File: config.mk
export PLATFORM = sky130hd
export DESIGN_NAME = adc_ladder_key_press_classifier
export DESIGN_NICKNAME = d
export VERILOG_FILES = /design/src/rtl/core/alkpc_pkg.sv /design/src/rtl/core/alkpc_key_decode.sv /design/src/rtl/core/adc_ladder_key_press_classifier.sv
export SDC_FILE = /design/constraint.sdc
export NUM_CORES = 1
export LEC_CHECK = 0
export BUFFER_PORTS_ARGS = -buffer_cell sky130_fd_sc_hd__buf_4
export CAP_MARGIN = 10
export CORE_MARGIN = 2
export CORE_UTILIZATION = 38
export DETAILED_ROUTE_END_ITERATION = 8
export HOLD_SLACK_MARGIN = 0.02
export SLEW_MARGIN = 10
export SYNTH_ARGS = -nofsm -noshare
export SYNTH_HDL_FRONTEND = slang
export SYNTH_SLANG_ARGS = --single-unit
File: constraint.sdc
create_clock -name clk_i -period 11.45 [get_ports clk_i]
set_input_delay 3.435 -clock clk_i [delete_from_list [all_inputs] [get_ports clk_i]]
set_output_delay 3.435 -clock clk_i [all_outputs]
set_load 0.1 [all_outputs]
File: src/rtl/core/alkpc_pkg.sv
// Package: widths, key levels, event and register codes of the keypad classifier.
`timescale 1ns / 1ps
package alkpc_pkg;

  localparam int unsigned SampleBits = 10;
  localparam int unsigned CountBits  = 16;
  localparam int unsigned TolBits    = 9;
  localparam int unsigned ThrBits    = 16;
  localparam int unsigned KeyBits    = 3;
  localparam int unsigned EventBits  = 3;
  localparam int unsigned NumLevels  = 5;
  // bits of the highest ladder level
  localparam int unsigned LevelTopBits = 10;
  localparam int unsigned LevelBits  =
      ((SampleBits > LevelTopBits) ? SampleBits : LevelTopBits) + 1;
  localparam int unsigned CmpBits    = (CountBits > ThrBits) ? CountBits : ThrBits;
  localparam int unsigned AddrBits   = 4;
  localparam int unsigned DataBits   = 32;
  localparam int unsigned InBytes    = (SampleBits + 7) / 8;
  localparam int unsigned OutBits    = 2 * KeyBits + 2;
  localparam int unsigned OutBytes   = (OutBits + 7) / 8;

  typedef logic [SampleBits-1:0] sample_t;
  typedef logic [CountBits-1:0]  count_t;
  typedef logic [KeyBits-1:0]    key_t;

  // Ladder levels of keys 2..6
  localparam logic [LevelBits-1:0] KeyLevels [NumLevels] = '{
    LevelBits'(109), LevelBits'(287), LevelBits'(473), LevelBits'(631), LevelBits'(755)
  };

  localparam key_t KeyNone  = KeyBits'(0);
  localparam key_t KeyFirst = KeyBits'(1);

  typedef enum logic [EventBits-1:0] {
    EvNone      = 3'd0,
    EvShortHeld = 3'd1,
    EvLongHeld  = 3'd2,
    EvShortRel  = 3'd3,
    EvLongRel   = 3'd4
  } press_event_e;

  localparam logic [1:0] RegTolerance = 2'd0;
  localparam logic [1:0] RegShort     = 2'd1;
  localparam logic [1:0] RegLong      = 2'd2;

  localparam logic [TolBits-1:0] TolReset   = TolBits'(60);
  localparam logic [ThrBits-1:0] ShortReset = ThrBits'(3);
  localparam logic [ThrBits-1:0] LongReset  = ThrBits'(100);

endpackage

File: src/rtl/core/alkpc_key_decode.sv
// Ladder sample to key number decoder (windows around fixed levels).
`timescale 1ns / 1ps
module alkpc_key_decode (
  input  alkpc_pkg::sample_t             sample_i,
  input  logic [alkpc_pkg::TolBits-1:0]  tol_i,
  output alkpc_pkg::key_t                key_o
);

  logic [alkpc_pkg::LevelBits-1:0] s_ext;
  logic [alkpc_pkg::LevelBits-1:0] t_ext;

  assign s_ext = alkpc_pkg::LevelBits'(sample_i);
  assign t_ext = alkpc_pkg::LevelBits'(tol_i);

  // lowest key wins: scan levels from the top so lower ones overwrite
  always_comb begin
    key_o = alkpc_pkg::KeyNone;
    for (int i = alkpc_pkg::NumLevels - 1; i >= 0; i--) begin
      if ((s_ext <= alkpc_pkg::KeyLevels[i] + t_ext) &&
          (s_ext + t_ext >= alkpc_pkg::KeyLevels[i])) begin
        key_o = alkpc_pkg::KeyBits'(i + 2);
      end
    end
    if (s_ext <= t_ext) begin
      key_o = alkpc_pkg::KeyFirst;
    end
  end

endmodule

File: src/rtl/core/adc_ladder_key_press_classifier.sv
// Top level: resistor-ladder keypad classifier with short and long press tracking.
//
// One ADC sample per item in, one result item out per sample. The block takes a
// new item every cycle: the sample lands in an input register, the key decode and
// the held-key/counter update are combinational, and the result lands in an output
// register, so throughput is 1 item per cycle, limited only by the output side
// taking results. Thresholds and the window tolerance are set over the APB port;
// write them only while no item is in flight.
`timescale 1ns / 1ps
module adc_ladder_key_press_classifier (
  input  logic                               clk_i,
  input  logic                               rst_ni,
  // APB configuration
  input  logic                               psel,
  input  logic                               penable,
  input  logic                               pwrite,
  input  logic [alkpc_pkg::AddrBits-1:0]     paddr,
  input  logic [alkpc_pkg::DataBits-1:0]     pwdata,
  output logic [alkpc_pkg::DataBits-1:0]     prdata,
  output logic                               pready,
  // sample stream
  input  logic                               s_axis_tvalid,
  output logic                               s_axis_tready,
  input  logic [8*alkpc_pkg::InBytes-1:0]    s_axis_tdata,  // [9:0] adc_sample
  // result stream
  output logic                               m_axis_tvalid,
  input  logic                               m_axis_tready,
  // [2:0] key_id, [5:3] press_event, [6] send_key_down, [7] send_long_down
  output logic [8*alkpc_pkg::OutBytes-1:0]   m_axis_tdata
);

  localparam alkpc_pkg::count_t CountMax = '1;

  // configuration
  logic [alkpc_pkg::TolBits-1:0] tol_q;
  logic [alkpc_pkg::ThrBits-1:0] short_q;
  logic [alkpc_pkg::ThrBits-1:0] long_q;
  logic                          cfg_wr;

  // pipeline
  logic                  in_valid_q;
  alkpc_pkg::sample_t    in_sample_q;
  logic                  out_valid_q;
  alkpc_pkg::key_t       out_key_q;
  alkpc_pkg::press_event_e out_event_q;
  logic                  out_down_q;
  logic                  out_long_q;
  logic                  out_free;
  logic                  advance;

  // tracker state
  alkpc_pkg::key_t   held_key_q, held_key_d;
  alkpc_pkg::count_t hold_count_q, hold_count_d;
  logic              down_sent_q, down_sent_d;
  logic              long_sent_q, long_sent_d;

  alkpc_pkg::key_t         key_seen;
  alkpc_pkg::count_t       count_inc;
  logic [alkpc_pkg::CmpBits-1:0] inc_ext, cur_ext, short_ext, long_ext;
  alkpc_pkg::press_event_e ev;
  alkpc_pkg::key_t         ev_key;
  logic                    snd_down, snd_long;

  // ---------------- configuration port ----------------
  assign pready = 1'b1;
  assign cfg_wr = psel && penable && pwrite && pready;

  always_ff @(posedge clk_i or negedge rst_ni) begin
    if (!rst_ni) begin
      tol_q   <= alkpc_pkg::TolReset;
      short_q <= alkpc_pkg::ShortReset;
      long_q  <= alkpc_pkg::LongReset;
    end else if (cfg_wr) begin
      case (paddr[3:2])
        alkpc_pkg::RegTolerance: tol_q   <= pwdata[alkpc_pkg::TolBits-1:0];
        alkpc_pkg::RegShort:     short_q <= pwdata[alkpc_pkg::ThrBits-1:0];
        alkpc_pkg::RegLong:      long_q  <= pwdata[alkpc_pkg::ThrBits-1:0];
        default: ;
      endcase
    end
  end

  always_comb begin
    case (paddr[3:2])
      alkpc_pkg::RegTolerance: prdata = alkpc_pkg::DataBits'(tol_q);
      alkpc_pkg::RegShort:     prdata = alkpc_pkg::DataBits'(short_q);
      alkpc_pkg::RegLong:      prdata = alkpc_pkg::DataBits'(long_q);
      default:                 prdata = '0;
    endcase
  end

  // ---------------- handshake ----------------
  assign out_free      = !out_valid_q || m_axis_tready;
  assign advance       = in_valid_q && out_free;
  assign s_axis_tready = !in_valid_q || out_free;

  always_ff @(posedge clk_i or negedge rst_ni) begin
    if (!rst_ni) begin
      in_valid_q  <= 1'b0;
      out_valid_q <= 1'b0;
    end else begin
      if (s_axis_tready) begin
        in_valid_q <= s_axis_tvalid;
      end
      if (out_free) begin
        out_valid_q <= advance;
      end
    end
  end

  always_ff @(posedge clk_i) begin
    if (s_axis_tvalid && s_axis_tready) begin
      in_sample_q <= s_axis_tdata[alkpc_pkg::SampleBits-1:0];
    end
  end

  // ---------------- decode and tracking ----------------
  alkpc_key_decode u_decode (
    .sample_i (in_sample_q),
    .tol_i    (tol_q),
    .key_o    (key_seen)
  );

  assign count_inc = (hold_count_q == CountMax) ? hold_count_q : hold_count_q + 1'b1;
  assign inc_ext   = alkpc_pkg::CmpBits'(count_inc);
  assign cur_ext   = alkpc_pkg::CmpBits'(hold_count_q);
  assign short_ext = alkpc_pkg::CmpBits'(short_q);
  assign long_ext  = alkpc_pkg::CmpBits'(long_q);

  always_comb begin
    held_key_d   = held_key_q;
    hold_count_d = hold_count_q;
    down_sent_d  = down_sent_q;
    long_sent_d  = long_sent_q;
    ev           = alkpc_pkg::EvNone;
    ev_key       = alkpc_pkg::KeyNone;
    snd_down     = 1'b0;
    snd_long     = 1'b0;

    if (key_seen != alkpc_pkg::KeyNone && held_key_q == alkpc_pkg::KeyNone) begin
      held_key_d = key_seen;
    end else if (key_seen != alkpc_pkg::KeyNone && key_seen == held_key_q) begin
      hold_count_d = count_inc;
      ev_key       = held_key_q;
      if (inc_ext > short_ext && long_ext > inc_ext) begin
        ev = alkpc_pkg::EvShortHeld;
      end else if (inc_ext > long_ext) begin
        ev = alkpc_pkg::EvLongHeld;
      end
    end else if (held_key_q != alkpc_pkg::KeyNone) begin
      // release or key change
      ev_key       = held_key_q;
      hold_count_d = '0;
      held_key_d   = alkpc_pkg::KeyNone;
      if (cur_ext > short_ext && long_ext > cur_ext) begin
        ev = alkpc_pkg::EvShortRel;
      end else if (cur_ext > long_ext) begin
        ev = alkpc_pkg::EvLongRel;
      end
    end

    case (ev)
      alkpc_pkg::EvShortHeld: begin
        snd_down    = !down_sent_q;
        down_sent_d = 1'b1;
      end
      alkpc_pkg::EvLongHeld: begin
        snd_long    = !long_sent_q;
        long_sent_d = 1'b1;
      end
      alkpc_pkg::EvShortRel, alkpc_pkg::EvLongRel: begin
        down_sent_d = 1'b0;
        long_sent_d = 1'b0;
      end
      default: ;
    endcase

    if (ev == alkpc_pkg::EvNone) begin
      ev_key = alkpc_pkg::KeyNone;
    end
  end

  always_ff @(posedge clk_i or negedge rst_ni) begin
    if (!rst_ni) begin
      held_key_q   <= alkpc_pkg::KeyNone;
      hold_count_q <= '0;
      down_sent_q  <= 1'b0;
      long_sent_q  <= 1'b0;
    end else if (advance) begin
      held_key_q   <= held_key_d;
      hold_count_q <= hold_count_d;
      down_sent_q  <= down_sent_d;
      long_sent_q  <= long_sent_d;
    end
  end

  always_ff @(posedge clk_i) begin
    if (advance) begin
      out_key_q   <= ev_key;
      out_event_q <= ev;
      out_down_q  <= snd_down;
      out_long_q  <= snd_long;
    end
  end

  assign m_axis_tvalid = out_valid_q;
  assign m_axis_tdata  = (8*alkpc_pkg::OutBytes)'({out_long_q, out_down_q,
                                                   out_event_q, out_key_q});

endmodule

Word-level counts from Yosys, hierarchy flattened

Index checks and enable logic that the tools add are counted.

Add/subtract/negate cells: 7
$mul: 0
Divide/modulo/power cells: 0
$lt $le $gt $ge: 17
Eq/ne operators: 9
Shift operators: 0
Multiplexer cells: 24
Bitwise operators: 1
Reduce and logical (&&, ||, !) cells: 37

Operator list:

| operator                                                                               | count |
|---|---|
| 16-bit greater-than comparator                                                         | 6 |
| 10-bit by 11-bit <= comparator with 1-bit output                                       | 5 |
| 16-bit 2-to-1 mux                                                                      | 3 |
| 3-bit 2-to-1 mux                                                                       | 16 |
| 16-bit case mux with 3 select lines                                                    | 1 |
| 10-bit by 9-bit adder with 11-bit output (first input constant)                        | 2 |
| 11-bit by 10-bit greater-or-equal comparator with 1-bit output (second input constant) | 2 |
| 11-bit by 9-bit greater-or-equal comparator with 1-bit output (second input constant)  | 2 |
| 9-bit by 9-bit adder with 10-bit output (first input constant)                         | 2 |
| 16-bit by 1-bit adder with 16-bit output (second input constant)                       | 1 |
| 16-bit equality test (second input constant)                                           | 1 |
| 1-bit logical AND                                                                      | 13 |
| 10-bit by 9-bit adder with 11-bit output                                               | 1 |
| 11-bit by 7-bit greater-or-equal comparator with 1-bit output (second input constant)  | 1 |
| 7-bit by 9-bit adder with 10-bit output (first input constant)                         | 1 |
| 10-bit by 9-bit <= comparator with 1-bit output                                        | 1 |
| 2-bit AND reduction                                                                    | 5 |
| 2-bit nonzero test                                                                     | 4 |
| 3-bit by 2-bit equality test with 1-bit output (second input constant)                 | 2 |
| 3-bit logical NOT                                                                      | 2 |
| 3-bit AND reduction                                                                    | 2 |
| 3-bit nonzero test                                                                     | 2 |
| 1-bit logical NOT                                                                      | 4 |
| 2-bit 2-to-1 mux                                                                       | 2 |
| 11 further kinds                                                                       | 14 |

Bits in registers: 82
Latch bits: 0
RAM bits: 0
Memory bits (read-only): 0
Output and inout port bits: 43
Word-level logic and storage cells: 109
Memories kept: 0

Longest topological paths before layout

Depth in word-level cells: 17
Depth in mapped cells: 21
Gate-level depth less buffers: 20

Modules after synthesis

Synthesis repeated with hierarchy kept, for this count alone.

Cells, all modules: 916
Area, all modules: 7938.9 µm²

By module, submodules not included:

| module                          | instances | cells each | area each (µm²) | sequential area each (µm²) |
|---|---|---|---|---|
| adc_ladder_key_press_classifier | 1         | 570        | 5415.2          | 2153.3 |
| alkpc_key_decode                | 1         | 346        | 2523.7          | 0.0 |

Least setup slack after synthesis

OpenSTA, ideal clock, no wires.

Path kind: input to output
Start point: input paddr[3] in the netlist's numbering
End point: output prdata[0] in the netlist's numbering
Data arrival time: 6.098 ns
Path slack: 1.917 ns
Stages on the path: 3
Path through: buf_1 > mux2i_1 > o21ai_0

Cells in the longest elaborated chain, start to end: 2
Elaborated cells on any way between the ends: 4
Those cells by class: 2 x eq/ne; 1 x mux; 1 x reduce/logical

RTL lines:

| what                                        | RTL line                              | source |
|---|---|---|
| start: declaration                          | adc_ladder_key_press_classifier.sv:17 | `input logic [alkpc_pkg::AddrBits-1:0] paddr,` |
| 2-bit equality test (tied with other cells) | adc_ladder_key_press_classifier.sv:84 | `case (paddr[3:2])` |
| 16-bit case mux with 3 select lines *       | adc_ladder_key_press_classifier.sv:84 |  |
| end: declaration                            | adc_ladder_key_press_classifier.sv:19 | `output logic [alkpc_pkg::DataBits-1:0] prdata,` |

Mark *: on every way between the ends. The rest lies on a longest branch, timed or not.

Worst setup path in the final report

Start point: input paddr[3] in the netlist's numbering
End point: output prdata[8] in the netlist's numbering

Same word-level chain as after synthesis.

==> results.toml <==
[floorplanning]
fp.dieW_um = 149
die_h_um = 149
start_util = 0.385
rows = 53
die_area_sq_um = 22300
io_pins = 102
core_sq_um = 20800

[layout]
drive_above_1_share = 0.124
final_cells = 1262
nets = 1169
n_fill_cell = 2099
insertedDiodeCount = 0
finish.utilization = 0.431
area_growth_pct = 11.9

[placed_design]
place_congestion = 0.879
dp.cells = 1246
port_buffers = 60
post-dp-hpwl_um = 17000

[worst_hold_path]
holdPathEnd = "m_axis_tvalid$_DFFE_PN0P_"
hold_depth = 1
hold_path.class = "flip-flop to flip-flop"
hold_path_startpoint = "in_valid_q$_DFFE_PN0N_"

[clock_network]
clkLatencyLatePin_ns = 0.35
cts_sinks = 82
clkTransAtPathRegs_ns = 0.07
cts_tree = "built"
htreeDepth = 3
cts_setup_buffers = 0
cts_buffers = 9
clock_path_buffers = 2
cts_root_buf = "clkbuf_16"
ctsResizeCount = 0
hold_buffers = 0

[grt]
grt_pass1_wl_um = 35600
grt_max_degree = 65
overflow = 0
grt_pass1_vias = 6707
grt_usage = 0.204
antenna_found_initial = 0

[critical_path]
timing.rr.start = "tol_q[7]$_DFFE_PN0P_"
path_cells = "buf_4, nor2b_1, buf_4, nand2_1, o21ai_0, buf_4"
slowest_delay_ns = 0.58
r2r_slack_ns = 5.87
path_buf_inv = 3
criticalPathCategory = "primary input to output port"
critPathTopFamily = "buffers and inverters"
cp.arrival_ns = 5.00
r2r_end = "cur_ext[3]$_DFFE_PN0P_"
cp-end-kind = "output port"
cp_max_fo = 14
slowest_stage = "nor2b_1"
crit_path_frequent_cell = "buf_4"
worstPathRequired_ns = 8.02
worstRegToRegCells = 13
start_kind = "primary input"

[timing]
slew_headroom = 0.374
timing.fmax_ghz = 0.119
timing_hold_violations_final = 0
timing.final.crit_share = 0.737
final_max_slew_viol_count = 0
clock_skew_ns = 0.0119
setup_tns_ns = 0
rsz0062_at_grt = "false"
fin_crit_ns = 8.44
worst_pin_slew_ns = 0.938
final-setup-viol-count = 0

[logic_synthesis]
yosys_warnings = 0
synth.area.top_cells = "ha_1, dfrtp_1, edfxtp_1, nand2_1, o21ai_0"
synth_seq_cells = 82
synth_cells = 939
yosysTopAreaCellShare = 0.198
yosysSeqAreaShare = 0.269
avgSynthCellArea_sq_um = 8.53
synth_flop_cell = "dfrtp_1"
yosysTopAreaCell = "ha_1"
synth-edff-count = 18
synth_cell_types = 71
syn_area_sq_um = 8010
async_flop_share = 0.780

[routing]
drt_first_pass_iters = 4
viasPerCell = 5.49
met1_length_um = 9710
vias = 6929
wl_per_cell_um = 17.4
maxUsedRoutingLayer = "met4"
first_iter_violations = 346
met2_length_um = 10900
wl_um = 22000
ant_nets = 0
route.met3.wl_um = 839
drc = 0

[power]
ir_drop_uv = 91.7
p_leak_nw = 4.18
p_per_area_nw_per_um2 = 181
power_mw = 1.62

[outcome]
status = "finished, final reports clean"

[flow_run]
max_cap_viol_count = 0
==> cells in the mapped netlist, drive strengths merged, types with 16 or more instances <==
cell,number
xnor2,37
clkbuf,24
inv,56
dfrtp,55
nand2,112
nor2,58
buf,24
ha,127
nand4,24
edfxtp,18
o21ai,82
nor2b,21
a21o,18
a21oi,45
nand3,16
==> state kept, by name (all words and copies together), names as in the netlist, 3 cells and up <==
register / count
in_sample_q: 10
short_ext: 16
out_key_q: 3
long_ext: 16
cur_ext: 16
tol_q: 9
out_event_q: 3
held_key_q: 3
==> through the flow <==
step           area [sq um]  hold WS, ns  setup WS, ns
3_5_place_dp           8650        0.475          3.01
4_1_cts                8970        0.492          3.01
5_1_grt                8970        0.515          2.88
3_3_place_gp           8650        0.472          3.00
2_1_floorplan          8070        0.457          1.92
6_report               8970        0.487          3.01
==> cells in the final DEF, fill, tap and decap left out, drive strengths merged, types with 14 or more instances in the layout <==
master and n:
a21o 18, a21oi 45, a22o 14, buf 65, conb 17, dfrtp 55
edfxtp 18, ha 127, inv 60, nand2 112, nand2b 14, nand3 16
nand4 24, nor2 58, nor2b 21, nor3 15, o21ai 82, xnor2 37
==> power breakdown <==
| part | switching, mW | internal, mW | leakage [nW] |
|---|---|---|---|
| clock | 0.139 | 0.171 | 0.152 |
| sequential | 0.0712 | 0.352 | 0.956 |
| combinational | 0.556 | 0.330 | 3.07 |
| total | 0.767 | 0.854 | 4.18 |
==> layout make-up <==
class	count	area [sq um]	share of cell area
multi-input combinational	765	5450	0.608
sequential	82	2150	0.240
timing repair buffer	65	488	0.0544
tap	275	344	0.0384
clock buffer	11	264	0.0294
inverter	59	221	0.0247
clock inverter	5	47.5	0.00530
==> worst reg2reg max path: stages (launching register included) <==
cell	delay [ns]
dfrtp_1	0.72
clkinv_1	0.45
ha_1	0.55
or4_1	0.58
o21bai_1	0.17
o211ai_1	0.13
nor3_1	0.12
or2_2	0.34
or4_1	0.57
o211ai_2	0.19
mux2i_1	0.19
a311o_1	0.75
nor2_1	0.37
a22o_1	0.32
==> layer usage <==
metal / GRT usage / up-vias
li1: - / 3459
met1: 0.257 / 3286
met2: 0.359 / 150
met3: 0.0318 / 34
met4: 0.0648 / 0
met5: 0 / -
==> cells by family after synthesis <==
logic type      after synthesis  synth area share
simple gates                313             0.193
compound gates              239             0.197
fa+ha+maj                   128             0.201
buf+inv                     107            0.0594
flops                        82             0.269
xor+xnor                     44            0.0481
mux                          24            0.0320
other cells                   2          0.000938
==> worst max path at each step <==
| stage | end | depth (start not counted) | from |
|---|---|---|---|
| 6_report | prdata[8] | 6 | paddr[3] |
| 5_1_grt | prdata[8] | 6 | paddr[2] |
| 4_1_cts | prdata[7] | 6 | paddr[2] |
| 3_5_place_dp | prdata[7] | 6 | paddr[2] |
| 3_3_place_gp | prdata[7] | 6 | paddr[2] |
| 2_1_floorplan | prdata[0] | 3 | paddr[3] |
No activity file was read; power rests on OpenSTA's default activity.
